`src/substring_search_first_last_count_macros.svh`:
```
// Assertion macros for the substring search RTL.
`ifndef SUBSTRING_SEARCH_FIRST_LAST_COUNT_MACROS_SVH
`define SUBSTRING_SEARCH_FIRST_LAST_COUNT_MACROS_SVH

`ifndef ASSERT_OFF
// Check prop on every clk edge outside reset.
`define SSS_ASSERT(label, prop, msg) \
  label: assert property (@(posedge clk) disable iff (rst) (prop)) else $error(msg);
// Check prop on every clk edge, reset included.
`define SSS_ASSERT_ALWAYS(label, prop, msg) \
  label: assert property (@(posedge clk) (prop)) else $error(msg);
`else
`define SSS_ASSERT(label, prop, msg)
`define SSS_ASSERT_ALWAYS(label, prop, msg)
`endif

`endif

```
`src/sss_pkg.sv`:
```
// Types and constants of the streaming substring search.
`timescale 1ns / 1ps
`default_nettype none
package sss_pkg;

  localparam int BYTE_BITS      = 8;
  localparam int LEN_BITS       = 4;
  localparam int MODE_BITS      = 2;
  localparam int OFFSET_BITS    = 32;
  localparam int OUT_POS_BITS   = 32;
  localparam int COUNT_BITS     = 32;
  localparam int CFG_INDEX_BITS = 3;
  localparam int CFG_DATA_BITS  = 64;

  // Register indexes of the configuration port
  localparam logic [CFG_INDEX_BITS-1:0] CFG_NEEDLE_BYTES = 3'd0;
  localparam logic [CFG_INDEX_BITS-1:0] CFG_NEEDLE_LEN   = 3'd1;
  localparam logic [CFG_INDEX_BITS-1:0] CFG_SEARCH_MODE  = 3'd2;
  localparam logic [CFG_INDEX_BITS-1:0] CFG_START_OFFSET = 3'd3;

  // Search modes
  localparam logic [MODE_BITS-1:0] MODE_FIRST = 2'd0;
  localparam logic [MODE_BITS-1:0] MODE_LAST  = 2'd1;
  localparam logic [MODE_BITS-1:0] MODE_COUNT = 2'd2;

  typedef struct packed {
    logic [BYTE_BITS-1:0] data_byte;
    logic                 last;
  } in_word_t;

  typedef struct packed {
    logic                    found;
    logic [OUT_POS_BITS-1:0] position;
    logic [COUNT_BITS-1:0]   match_count;
  } out_word_t;

endpackage
`default_nettype wire

```
`src/sss_matcher.sv`:
```
// Parallel compare of the byte window against the needle for the configured length.
`timescale 1ns / 1ps
`default_nettype none
module sss_matcher #(
  parameter int MAX_NEEDLE = 8
) (
  input  logic [MAX_NEEDLE*sss_pkg::BYTE_BITS-1:0] window,
  input  logic [MAX_NEEDLE*sss_pkg::BYTE_BITS-1:0] needle,
  input  logic [sss_pkg::LEN_BITS-1:0]             needle_len,
  output logic                                     hit
);
  import sss_pkg::*;

  // eq[l][k]: needle byte k sits at window byte l-k for a needle of l+1 bytes
  logic [MAX_NEEDLE-1:0] eq [MAX_NEEDLE];
  logic [MAX_NEEDLE-1:0] len_hit;

  for (genvar l = 0; l < MAX_NEEDLE; l++) begin : g_len
    for (genvar k = 0; k < MAX_NEEDLE; k++) begin : g_byte
      if (k <= l) begin : g_cmp
        assign eq[l][k] = (needle[k*BYTE_BITS +: BYTE_BITS] ==
                           window[(l-k)*BYTE_BITS +: BYTE_BITS]);
      end else begin : g_pad
        assign eq[l][k] = 1'b1;
      end
    end
    assign len_hit[l] = &eq[l];
  end

  // Select the configured length; zero or an oversize length never hits
  always_comb begin
    hit = 1'b0;
    for (int l = 0; l < MAX_NEEDLE; l++) begin
      if (needle_len == LEN_BITS'(l + 1)) begin
        hit = len_hit[l];
      end
    end
  end

endmodule
`default_nettype wire

```
`src/substring_search_first_last_count.sv`:
```
// Top level of the streaming substring search: first, last and count modes.
//
// Haystack bytes arrive one word per cycle with a last marker; the block takes
// a new byte every cycle but for the stall named below. Each byte lands in an
// input register, from which one update stage shifts it into a window of
// MAX_NEEDLE bytes, compares all needle lengths in parallel and updates the
// kept match or the count. On a byte marked last the result is loaded into
// the output register as that byte leaves the input register, and the stream
// state clears for the next haystack. The output register lets bytes of the
// next haystack enter while a result waits; only a second last byte stalls
// until the first result is taken. Positions are byte indexes from 0,
// saturating at POSITION_BITS ones. Write configuration only between haystacks.
`timescale 1ns / 1ps
`default_nettype none
`include "substring_search_first_last_count_macros.svh"
module substring_search_first_last_count #(
  parameter int MAX_NEEDLE    = 8,
  parameter int POSITION_BITS = 32
) (
  input  logic                                clk,
  input  logic                                rst,
  input  logic                                in_valid,
  output logic                                in_ready,
  input  sss_pkg::in_word_t                   in_data,
  output logic                                out_valid,
  input  logic                                out_ready,
  output sss_pkg::out_word_t                  out_data,
  input  logic                                cfg_valid,
  output logic                                cfg_ready,
  input  logic [sss_pkg::CFG_INDEX_BITS-1:0]  cfg_index,
  input  logic [sss_pkg::CFG_DATA_BITS-1:0]   cfg_data
);
  import sss_pkg::*;

  localparam int NEEDLE_BITS = MAX_NEEDLE * BYTE_BITS;
  localparam int CMP_BITS    = (POSITION_BITS > OFFSET_BITS) ? POSITION_BITS : OFFSET_BITS;

  // Configuration registers
  logic [NEEDLE_BITS-1:0] needle;
  logic [LEN_BITS-1:0]    needle_len;
  logic [MODE_BITS-1:0]   search_mode;
  logic [OFFSET_BITS-1:0] start_offset;

  // Input register
  logic     s1_valid;
  in_word_t s1_data;
  logic     s1_advance;

  // Stream state
  logic [NEEDLE_BITS-1:0]   window, window_next;
  logic [POSITION_BITS-1:0] byte_index, byte_index_next;
  logic                     hit_flag, hit_flag_next;
  logic [POSITION_BITS-1:0] hit_position, hit_position_next;
  logic [COUNT_BITS-1:0]    hit_count, hit_count_next;
  logic [POSITION_BITS-1:0] match_start;
  logic                     match_hit;
  logic                     match_ok;
  out_word_t                out_data_next;

  assign cfg_ready = 1'b1;

  // Take configuration writes; indexes beyond the list are dropped
  always_ff @(posedge clk) begin
    if (rst) begin
      needle       <= '0;
      needle_len   <= '0;
      search_mode  <= MODE_FIRST;
      start_offset <= '0;
    end else if (cfg_valid && cfg_ready) begin
      case (cfg_index)
        CFG_NEEDLE_BYTES: needle       <= cfg_data[NEEDLE_BITS-1:0];
        CFG_NEEDLE_LEN:   needle_len   <= cfg_data[LEN_BITS-1:0];
        CFG_SEARCH_MODE:  search_mode  <= cfg_data[MODE_BITS-1:0];
        CFG_START_OFFSET: start_offset <= cfg_data[OFFSET_BITS-1:0];
        default: ;
      endcase
    end
  end

  // Advance the held byte unless it is a last byte blocked by a waiting result
  assign s1_advance = s1_valid && (!s1_data.last || !out_valid || out_ready);
  assign in_ready   = !s1_valid || s1_advance;

  always_ff @(posedge clk) begin
    if (rst) begin
      s1_valid <= 1'b0;
    end else if (in_ready) begin
      s1_valid <= in_valid;
    end
  end

  always_ff @(posedge clk) begin
    if (in_valid && in_ready) begin
      s1_data <= in_data;
    end
  end

  // Shift the new byte into the window and compare
  assign window_next = (window << BYTE_BITS) | NEEDLE_BITS'(s1_data.data_byte);

  sss_matcher #(
    .MAX_NEEDLE (MAX_NEEDLE)
  ) u_matcher (
    .window     (window_next),
    .needle     (needle),
    .needle_len (needle_len),
    .hit        (match_hit)
  );

  // Update kept match, count and result word
  always_comb begin
    byte_index_next   = (byte_index == '1) ? byte_index : byte_index + 1'b1;
    match_start       = byte_index_next - POSITION_BITS'(needle_len);
    match_ok          = match_hit && (byte_index_next >= POSITION_BITS'(needle_len));
    hit_flag_next     = hit_flag;
    hit_position_next = hit_position;
    hit_count_next    = hit_count;
    if (match_ok) begin
      case (search_mode)
        MODE_FIRST: begin
          if (!hit_flag && (CMP_BITS'(match_start) >= CMP_BITS'(start_offset))) begin
            hit_flag_next     = 1'b1;
            hit_position_next = match_start;
          end
        end
        MODE_LAST: begin
          hit_flag_next     = 1'b1;
          hit_position_next = match_start;
        end
        MODE_COUNT: begin
          if (hit_count != '1) begin
            hit_count_next = hit_count + 1'b1;
          end
        end
        default: ;
      endcase
    end

    out_data_next = '0;
    case (search_mode)
      MODE_FIRST, MODE_LAST: begin
        out_data_next.found    = hit_flag_next;
        out_data_next.position = hit_flag_next ? OUT_POS_BITS'(hit_position_next) : '0;
      end
      MODE_COUNT: begin
        out_data_next.match_count = hit_count_next;
      end
      default: ;
    endcase
  end

  // Hold stream state; clear it after each result
  always_ff @(posedge clk) begin
    if (rst) begin
      window       <= '0;
      byte_index   <= '0;
      hit_flag     <= 1'b0;
      hit_position <= '0;
      hit_count    <= '0;
    end else if (s1_advance) begin
      if (s1_data.last) begin
        window       <= '0;
        byte_index   <= '0;
        hit_flag     <= 1'b0;
        hit_position <= '0;
        hit_count    <= '0;
      end else begin
        window       <= window_next;
        byte_index   <= byte_index_next;
        hit_flag     <= hit_flag_next;
        hit_position <= hit_position_next;
        hit_count    <= hit_count_next;
      end
    end
  end

  // Result register
  always_ff @(posedge clk) begin
    if (rst) begin
      out_valid <= 1'b0;
    end else if (s1_advance && s1_data.last) begin
      out_valid <= 1'b1;
    end else if (out_ready) begin
      out_valid <= 1'b0;
    end
  end

  always_ff @(posedge clk) begin
    if (s1_advance && s1_data.last) begin
      out_data <= out_data_next;
    end
  end

  // Checks
  `SSS_ASSERT(a_clear_after_result,
              (s1_advance && s1_data.last) |=> (byte_index == '0 && !hit_flag && hit_count == '0),
              "stream state not cleared after result")
  `SSS_ASSERT(a_index_needs_byte,
              !s1_advance |=> $stable(byte_index),
              "byte index moved without a byte")
  `SSS_ASSERT(a_found_or_count,
              out_valid |-> !(out_data.found && out_data.match_count != '0),
              "found and count both set")
  `SSS_ASSERT(a_position_zero,
              (out_valid && !out_data.found) |-> (out_data.position == '0),
              "position set without a match")

endmodule
`default_nettype wire

```
`config.mk`:
```
export PLATFORM = sky130hd
export DESIGN_NAME = substring_search_first_last_count
export DESIGN_NICKNAME = d
export VERILOG_FILES = /design/src/sss_pkg.sv /design/src/sss_matcher.sv /design/src/substring_search_first_last_count.sv
export VERILOG_INCLUDE_DIRS = /design/src /design/src/src
export SDC_FILE = /design/constraint.sdc
export NUM_CORES = 1
export LEC_CHECK = 0
export BUFFER_PORTS_ARGS = -buffer_cell sky130_fd_sc_hd__buf_2
export CORE_ASPECT_RATIO = 0.75
export CORE_MARGIN = 4
export CORE_UTILIZATION = 55
export CTS_CLUSTER_SIZE = 20
export DETAILED_ROUTE_END_ITERATION = 10
export PLACE_DENSITY = 0.84
export SLEW_MARGIN = 20
export SYNTH_ARGS = -nofsm -noshare
export SYNTH_HDL_FRONTEND = slang
export SYNTH_SLANG_ARGS = --single-unit
```
`constraint.sdc`:
```
create_clock -name clk -period 5.8 [get_ports clk]
set_input_delay 0.58 -clock clk [delete_from_list [all_inputs] [get_ports clk]]
set_output_delay 0.58 -clock clk [all_outputs]
set_load 0.01 [all_outputs]
```
== Yosys cells after proc, flatten, opt, wreduce, memory -nomap -nowiden ==
Index checks and enable logic that the tools add are counted.

* Bits in registers: 331
* Logic and storage cells: 126

* Equality and inequality tests: 51
* Mux-type cells: 25
* Bitwise logic cells: 1
* $add $sub $neg: 3
* Order comparisons: 2
* Reductions and logical operators: 28

{| class="wikitable"
|+ Operator list
! cell !! number
|-
| $eq 8x8->1 || 36
|-
| $mux 32 || 9
|-
| $add 32x1->32 const B || 2
|-
| $or 64x8->64 || 1
|-
| $pmux 32 s2 || 1
|-
| $mux 56 || 1
|-
| $eq 32x32->1 const B || 1
|-
| $ge 32x32->1 || 1
|-
| $ge 32x4->1 || 1
|-
| $ne 32x32->1 const B || 1
|-
| $sub 32x4->32 || 1
|-
| $eq 4x3->1 const B || 4
|-
| $mux 1 || 13
|-
| $reduce_and 2->1 || 6
|-
| $eq 4x2->1 const B || 2
|-
| $reduce_and 8->1 || 1
|-
| $reduce_and 7->1 || 1
|-
| $eq 3x2->1 const B || 2
|-
| $reduce_and 6->1 || 1
|-
| $logic_and 1x1->1 || 5
|-
| $reduce_and 5->1 || 1
|-
| $eq 4x1->1 const B || 1
|-
| $eq 4x4->1 const B || 1
|-
| $logic_not 1->1 || 4
|-
| other kinds (11) || 13
|}

== Logic depth before layout (Yosys ltp) ==
* Word-level depth: 13
* Depth in mapped cells: 28
* Mapped depth without buffers: 25

== Modules after synthesis ==
Synthesis repeated with hierarchy kept, for this count alone.

* Cell total of the unflattened synthesis: 2290
* Area, all modules: 19515.0 µm²

{| class="wikitable"
|+ Modules (own cells, without submodules)
! module !! area each (µm²) !! cells each !! times used !! seq. area each (µm²)
|-
| substring_search_first_last_count || 15800.2 || 1820 || 1 || 7367.1
|-
| sss_matcher || 3714.8 || 470 || 1 || 0.0
|}

== Worst setup path before layout ==
No wires, ideal clock.

* Path kind: register to register
* From: register byte_index[0]
* To: register out_data[34] (netlist bit), data pin
* Data required time: 5.543 ns
* Clock period less this slack: 5.594 ns
* Path slack: 0.206 ns
* Stages on the path, launching flop included: 28
* Arrival time: 5.338 ns
* Path through: dfxtp_1 ha_1 nand2_1 nor4_2 nand3_2 nand2_1 nand2_1 ha_1 a21o_1 a21o_1 a21oi_1 nor2b_1 clkbuf_1 nand3_1 nor3b_1 xnor2_1 ha_1 a21o_1 a21o_1 a21oi_1 o211ai_1 a2111oi_0 nand2_1 nand2_1 nor2_1 a21oi_2 buf_2 nor2_1

* Word-level cells in the longest chain between the ends: 9

{| class="wikitable"
|+ Ends and longest elaborated chain
! what !! RTL line !! text
|-
| start, declared || substring_search_first_last_count.sv:51 || <nowiki>logic [POSITION_BITS-1:0] byte_index, byte_index_next;</nowiki>
|-
| start signal, assigned || substring_search_first_last_count.sv:169 || <nowiki>byte_index <= byte_index_next;</nowiki>
|-
| $add 32x1->32 or $eq 32x32->1 (tied branches) || substring_search_first_last_count.sv:112 || <nowiki>byte_index_next = (byte_index == '1) ? byte_index : byte_index + 1'b1;</nowiki>
|-
| $mux 32 (*) || substring_search_first_last_count.sv:112 ||
|-
| $sub 32x4->32 || substring_search_first_last_count.sv:113 || <nowiki>match_start = byte_index_next - POSITION_BITS'(needle_len);</nowiki>
|-
| $ge 32x32->1 || substring_search_first_last_count.sv:121 || <nowiki>if (!hit_flag && (CMP_BITS'(match_start) >= CMP_BITS'(start_offset))) begin</nowiki>
|-
| $logic_and 1x1->1 || substring_search_first_last_count.sv:121 ||
|-
| $mux 1 || substring_search_first_last_count.sv:121 ||
|-
| $pmux 1 s2 || substring_search_first_last_count.sv:119 || <nowiki>case (search_mode)</nowiki>
|-
| $mux 1 || substring_search_first_last_count.sv:118 || <nowiki>if (match_ok) begin</nowiki>
|-
| $reduce_and 2->1 (no source line) || - ||
|-
| end signal, assigned || substring_search_first_last_count.sv:190 || <nowiki>out_data <= out_data_next;</nowiki>
|-
| end, declared || substring_search_first_last_count.sv:27 || <nowiki>output sss_pkg::out_word_t out_data,</nowiki>
|}

Every way passes the cells marked *; elsewhere a longest branch is shown, timed or not.
A chain may end at the register's enable or synchronous reset.

== Worst setup path after layout ==
* From: register byte_index[20]
* To: register hit_position[12]

* Word-level cells in the longest chain between the ends: 9

{| class="wikitable"
|+ Ends and longest elaborated chain
! what !! RTL line !! text
|-
| $add 32x1->32 or $eq 32x32->1 (tied branches) || substring_search_first_last_count.sv:112 ||
|-
| $mux 32 (*) || substring_search_first_last_count.sv:112 ||
|-
| $sub 32x4->32 || substring_search_first_last_count.sv:113 ||
|-
| $ge 32x32->1 || substring_search_first_last_count.sv:121 ||
|-
| $logic_and 1x1->1 || substring_search_first_last_count.sv:121 ||
|-
| $mux 32 || substring_search_first_last_count.sv:121 ||
|-
| $pmux 32 s2 || substring_search_first_last_count.sv:119 ||
|-
| $mux 32 (*) || substring_search_first_last_count.sv:118 ||
|-
| $mux 32 (*) || substring_search_first_last_count.sv:161 || <nowiki>if (s1_data.last) begin</nowiki>
|-
| end signal, assigned || substring_search_first_last_count.sv:171 || <nowiki>hit_position <= hit_position_next;</nowiki>
|-
| end, declared || substring_search_first_last_count.sv:53 || <nowiki>logic [POSITION_BITS-1:0] hit_position, hit_position_next;</nowiki>
|}

Marked as above.

==> flow_metrics.env <==
export IMPL_status="complete, no violations"
export IMPL_clock_path_buffers=3
export IMPL_firstDrtPassIters=7
export IMPL_clock_latency_ns=0.54
export IMPL_wl_um=70200
export IMPL_min_delay_start="in_data[8]"
export IMPL_syn2layout_area_growth_pct=18.1
export IMPL_ir_drop_mv=0.257
export IMPL_power_internal_uw=4100
export IMPL_swShare=0.257
export IMPL_min_to="s1_data[8]"
export IMPL_arrival_ns=6.13
export IMPL_cts_tree="built"
export IMPL_fmax_mhz=177
export IMPL_end_kind="flip-flop"
export IMPL_synth_ff_type="dfxtp_1"
export IMPL_final_cells=2985
export IMPL_placementRows=59
export IMPL_syn_cell_area_um2=19300
export IMPL_ys_seq_area_frac=0.382
export IMPL_finalSetupTns_ns=0
export IMPL_final_common_cell="nand2_1"
export IMPL_critPathMaxStageDelay_ns=0.37
export IMPL_die_w_um=224
export IMPL_viasPerCell=6.25
export IMPL_drc=0
export IMPL_die_y_um=170
export IMPL_grt_max_degree=105
export IMPL_p_sw_uw=1420
export IMPL_dp_slack_ns=-0.757
export IMPL_gp_congestion=1.08
export IMPL_fillerInstances=2824
export IMPL_place_area_um2=21200
export IMPL_vias=18644
export IMPL_placed_cells=2916
export IMPL_antenna_found_initial=0
export IMPL_slew_viol_final=0
export IMPL_die_area_um2=38200
export IMPL_clock_sinks=331
export IMPL_combPwrFrac=0.115
export IMPL_port_buffer_count=147
export IMPL_cp_common_cell="a21o_1"
export IMPL_synth_edf_count=74
export IMPL_grt_pass1_wl_um=105000
export IMPL_syn_nets=2464
export IMPL_r2r_start="byte_index[20]"
export IMPL_timing_final_ws_setup_ns=0.141
export IMPL_drv_cap=0
export IMPL_relSlewSlack=0.248
export IMPL_r2r_slack_ns=0.14
export IMPL_crit_required_ns=6.27
export IMPL_post_route_period_util=0.976
export IMPL_skew_ns=0.0226
export IMPL_grt_total_usage=0.354
export IMPL_initial_core_util=0.557
export IMPL_ant_nets=0
export IMPL_yosys_warnings=0
export IMPL_worstMarginPinSlew_ns=1.12
export IMPL_core_um2=34600
export IMPL_hold_viol=0
export IMPL_holdPathStages=1
export IMPL_synth_async_sr_flop_share=0
export IMPL_power_per_cell_area_nw_per_um2=242
export IMPL_synth_top_area_frac=0.267
export IMPL_drive_above_1_share=0.187
export IMPL_dr_first_iter_drc_count=2375
export IMPL_power_frac_seq=0.443
export IMPL_detailed_place_hpwl_um=50500
export IMPL_pin_count=149
export IMPL_clk_pin_slew_ns=0.06
export IMPL_slowest_stage="nor4_4"
export IMPL_leakagePower_uw=0.00835
export IMPL_crit_fanout=8
export IMPL_critPathLaunchType="flip-flop"
export IMPL_rr_worst_depth=28
export IMPL_fin_area_um2=22800
export IMPL_hold_path_class="in -> reg"
export IMPL_yosys_area_top_type="dfxtp_1"
export IMPL_final_min_clock_period_ns=5.66
export IMPL_r2r_end="hit_position[12]"
export IMPL_power_frac_clock=0.441
export IMPL_final_cell_mix="349 x nand2_1, 265 x xnor2_1, 254 x dfxtp_1"
export IMPL_wl_per_cell_um=23.5
export IMPL_antenna_cells=0
export IMPL_syn_inst=2344
export IMPL_yosys_top_cells_area="dfxtp_1 27%, xnor2_1 12%, edfxtp_1 12%, nand2_1 6.9%, a21oi_1 6.2%"
export IMPL_final_nets=2622
export IMPL_htreeDepth=2
export IMPL_grt_pass1_vias=17536
export IMPL_crit_type="reg -> reg"
export IMPL_cts_buffers=35
export IMPL_cts_root_buf="clkbuf_16"
export IMPL_overflow=0
export IMPL_setup_viol=0
export IMPL_ys_seq_elements=331
export IMPL_synth_distinct_cells=77
export IMPL_syn_area_per_cell_um2=8.23
==> critical path: cells and delay by family, from the launching register on <==
family / cells / cell delay (ns)
buf+inv: 5 / 0.77
xor+xnor: 2 / 0.28
fa+ha+maj: 2 / 0.51
compound gates: 11 / 2.11
flops: 1 / 0.36
simple gates: 8 / 1.57
==> how the worst max path moves through the flow <==
stage | endpoint | slack, ns | start
6_report | hit_position[12] | 0.14 | byte_index[20]
5_1_grt | hit_position[12] | -0.13 | byte_index[20]
2_1_floorplan | out_data[34] | 0.21 | byte_index[0]
3_5_place_dp | out_data[46] | -0.76 | byte_index[1]
3_3_place_gp | out_data[55] | -0.58 | byte_index[4]
4_1_cts | out_data[32] | 0.02 | byte_index[1]
==> metal layers <==
| metal | global-route usage | wire length, µm | vias up |
|---|---|---|---|
| met5 | 0 | 0 | - |
| met4 | 0.100 | 1970 | 0 |
| li1 | - | - | 8404 |
| met1 | 0.512 | 29500 | 8896 |
| met3 | 0.117 | 10200 | 151 |
| met2 | 0.507 | 28700 | 1193 |
==> power groups by stage <==
stage | sequential (µW) | clock [µW] | combinational [µW]
2_1_floorplan | 2450 | 0 | 349
3_5_place_dp | 2490 | 0 | 565
3_3_place_gp | 2490 | 0 | 553
4_1_cts | 2440 | 2450 | 585
6_report | 2450 | 2440 | 637
5_1_grt | 2450 | 2550 | 677
==> stage by stage <==
step,util,total power (µW),hold WS (ns)
floorplan,-,2800,0.436
global placement,0.613,3050,0.443
detailed placement,0.613,3060,0.450
CTS,0.651,5480,0.199
global route,0.658,5680,0.203
finish,0.658,5520,0.218
==> Yosys cell counts (20+ instances only) <==
library cell  instances
nand2_1             353
xnor2_1             269
dfxtp_1             257
a21oi_1             239
clkbuf_1            167
nor2_1              126
nand3_1              98
xor2_1               97
nand4_1              89
edfxtp_1             74
o21ai_0              71
inv_1                56
nor4_1               42
ha_1                 38
nor3_1               34
a22o_1               33
buf_1                26
buf_2                24
or3_1                20
==> sequential cells by signal (all words and copies together) (netlist names) <==
register      flops
out_data         65
needle           64
window           56
byte_index       32
hit_count        32
hit_position     32
start_offset     32
s1_data           9
needle_len        4
search_mode       2
hit_flag          1
out_valid         1
s1_valid          1
==> repair_timing <==
item | 4_1_cts | 5_1_grt
resized for setup | 14 | 33
pin swaps | 1 | 19
hold buffers | 0 | 0
setup endpoints to repair | 66 | 66
cloned | 1 | 3
setup buffers | 1 | 1
==> cell type report <==
class                   count  area [µm²]  area share
clock inverters            19         253      0.0111
inverters                  56         210     0.00922
well taps                 457         572      0.0251
repair buffers            343        2320       0.102
flip-flops and latches    331        7370       0.323
clock buffers              44         973      0.0427
multi-input cells        1735       11100       0.487
==> logic make-up (layout without fill, tap and decap cells) <==
| logic type | count (synthesis) | after routing | share of synthesized area |
|---|---|---|---|
| AO/OA/AOI/OAI | 437 | 437 | 0.133 |
| adder cells (fa/ha/maj) | 39 | 39 | 0.0257 |
| multiplexers | 21 | 21 | 0.0112 |
| AND/OR/NAND/NOR | 870 | 871 | 0.224 |
| flip-flops | 331 | 331 | 0.382 |
| other | 1 | 1 | 0.000194 |
| XOR/XNOR | 366 | 366 | 0.166 |
| buffers and inverters | 279 | 462 | 0.0574 |
Note: power is estimated with default switching activity, not from simulation.
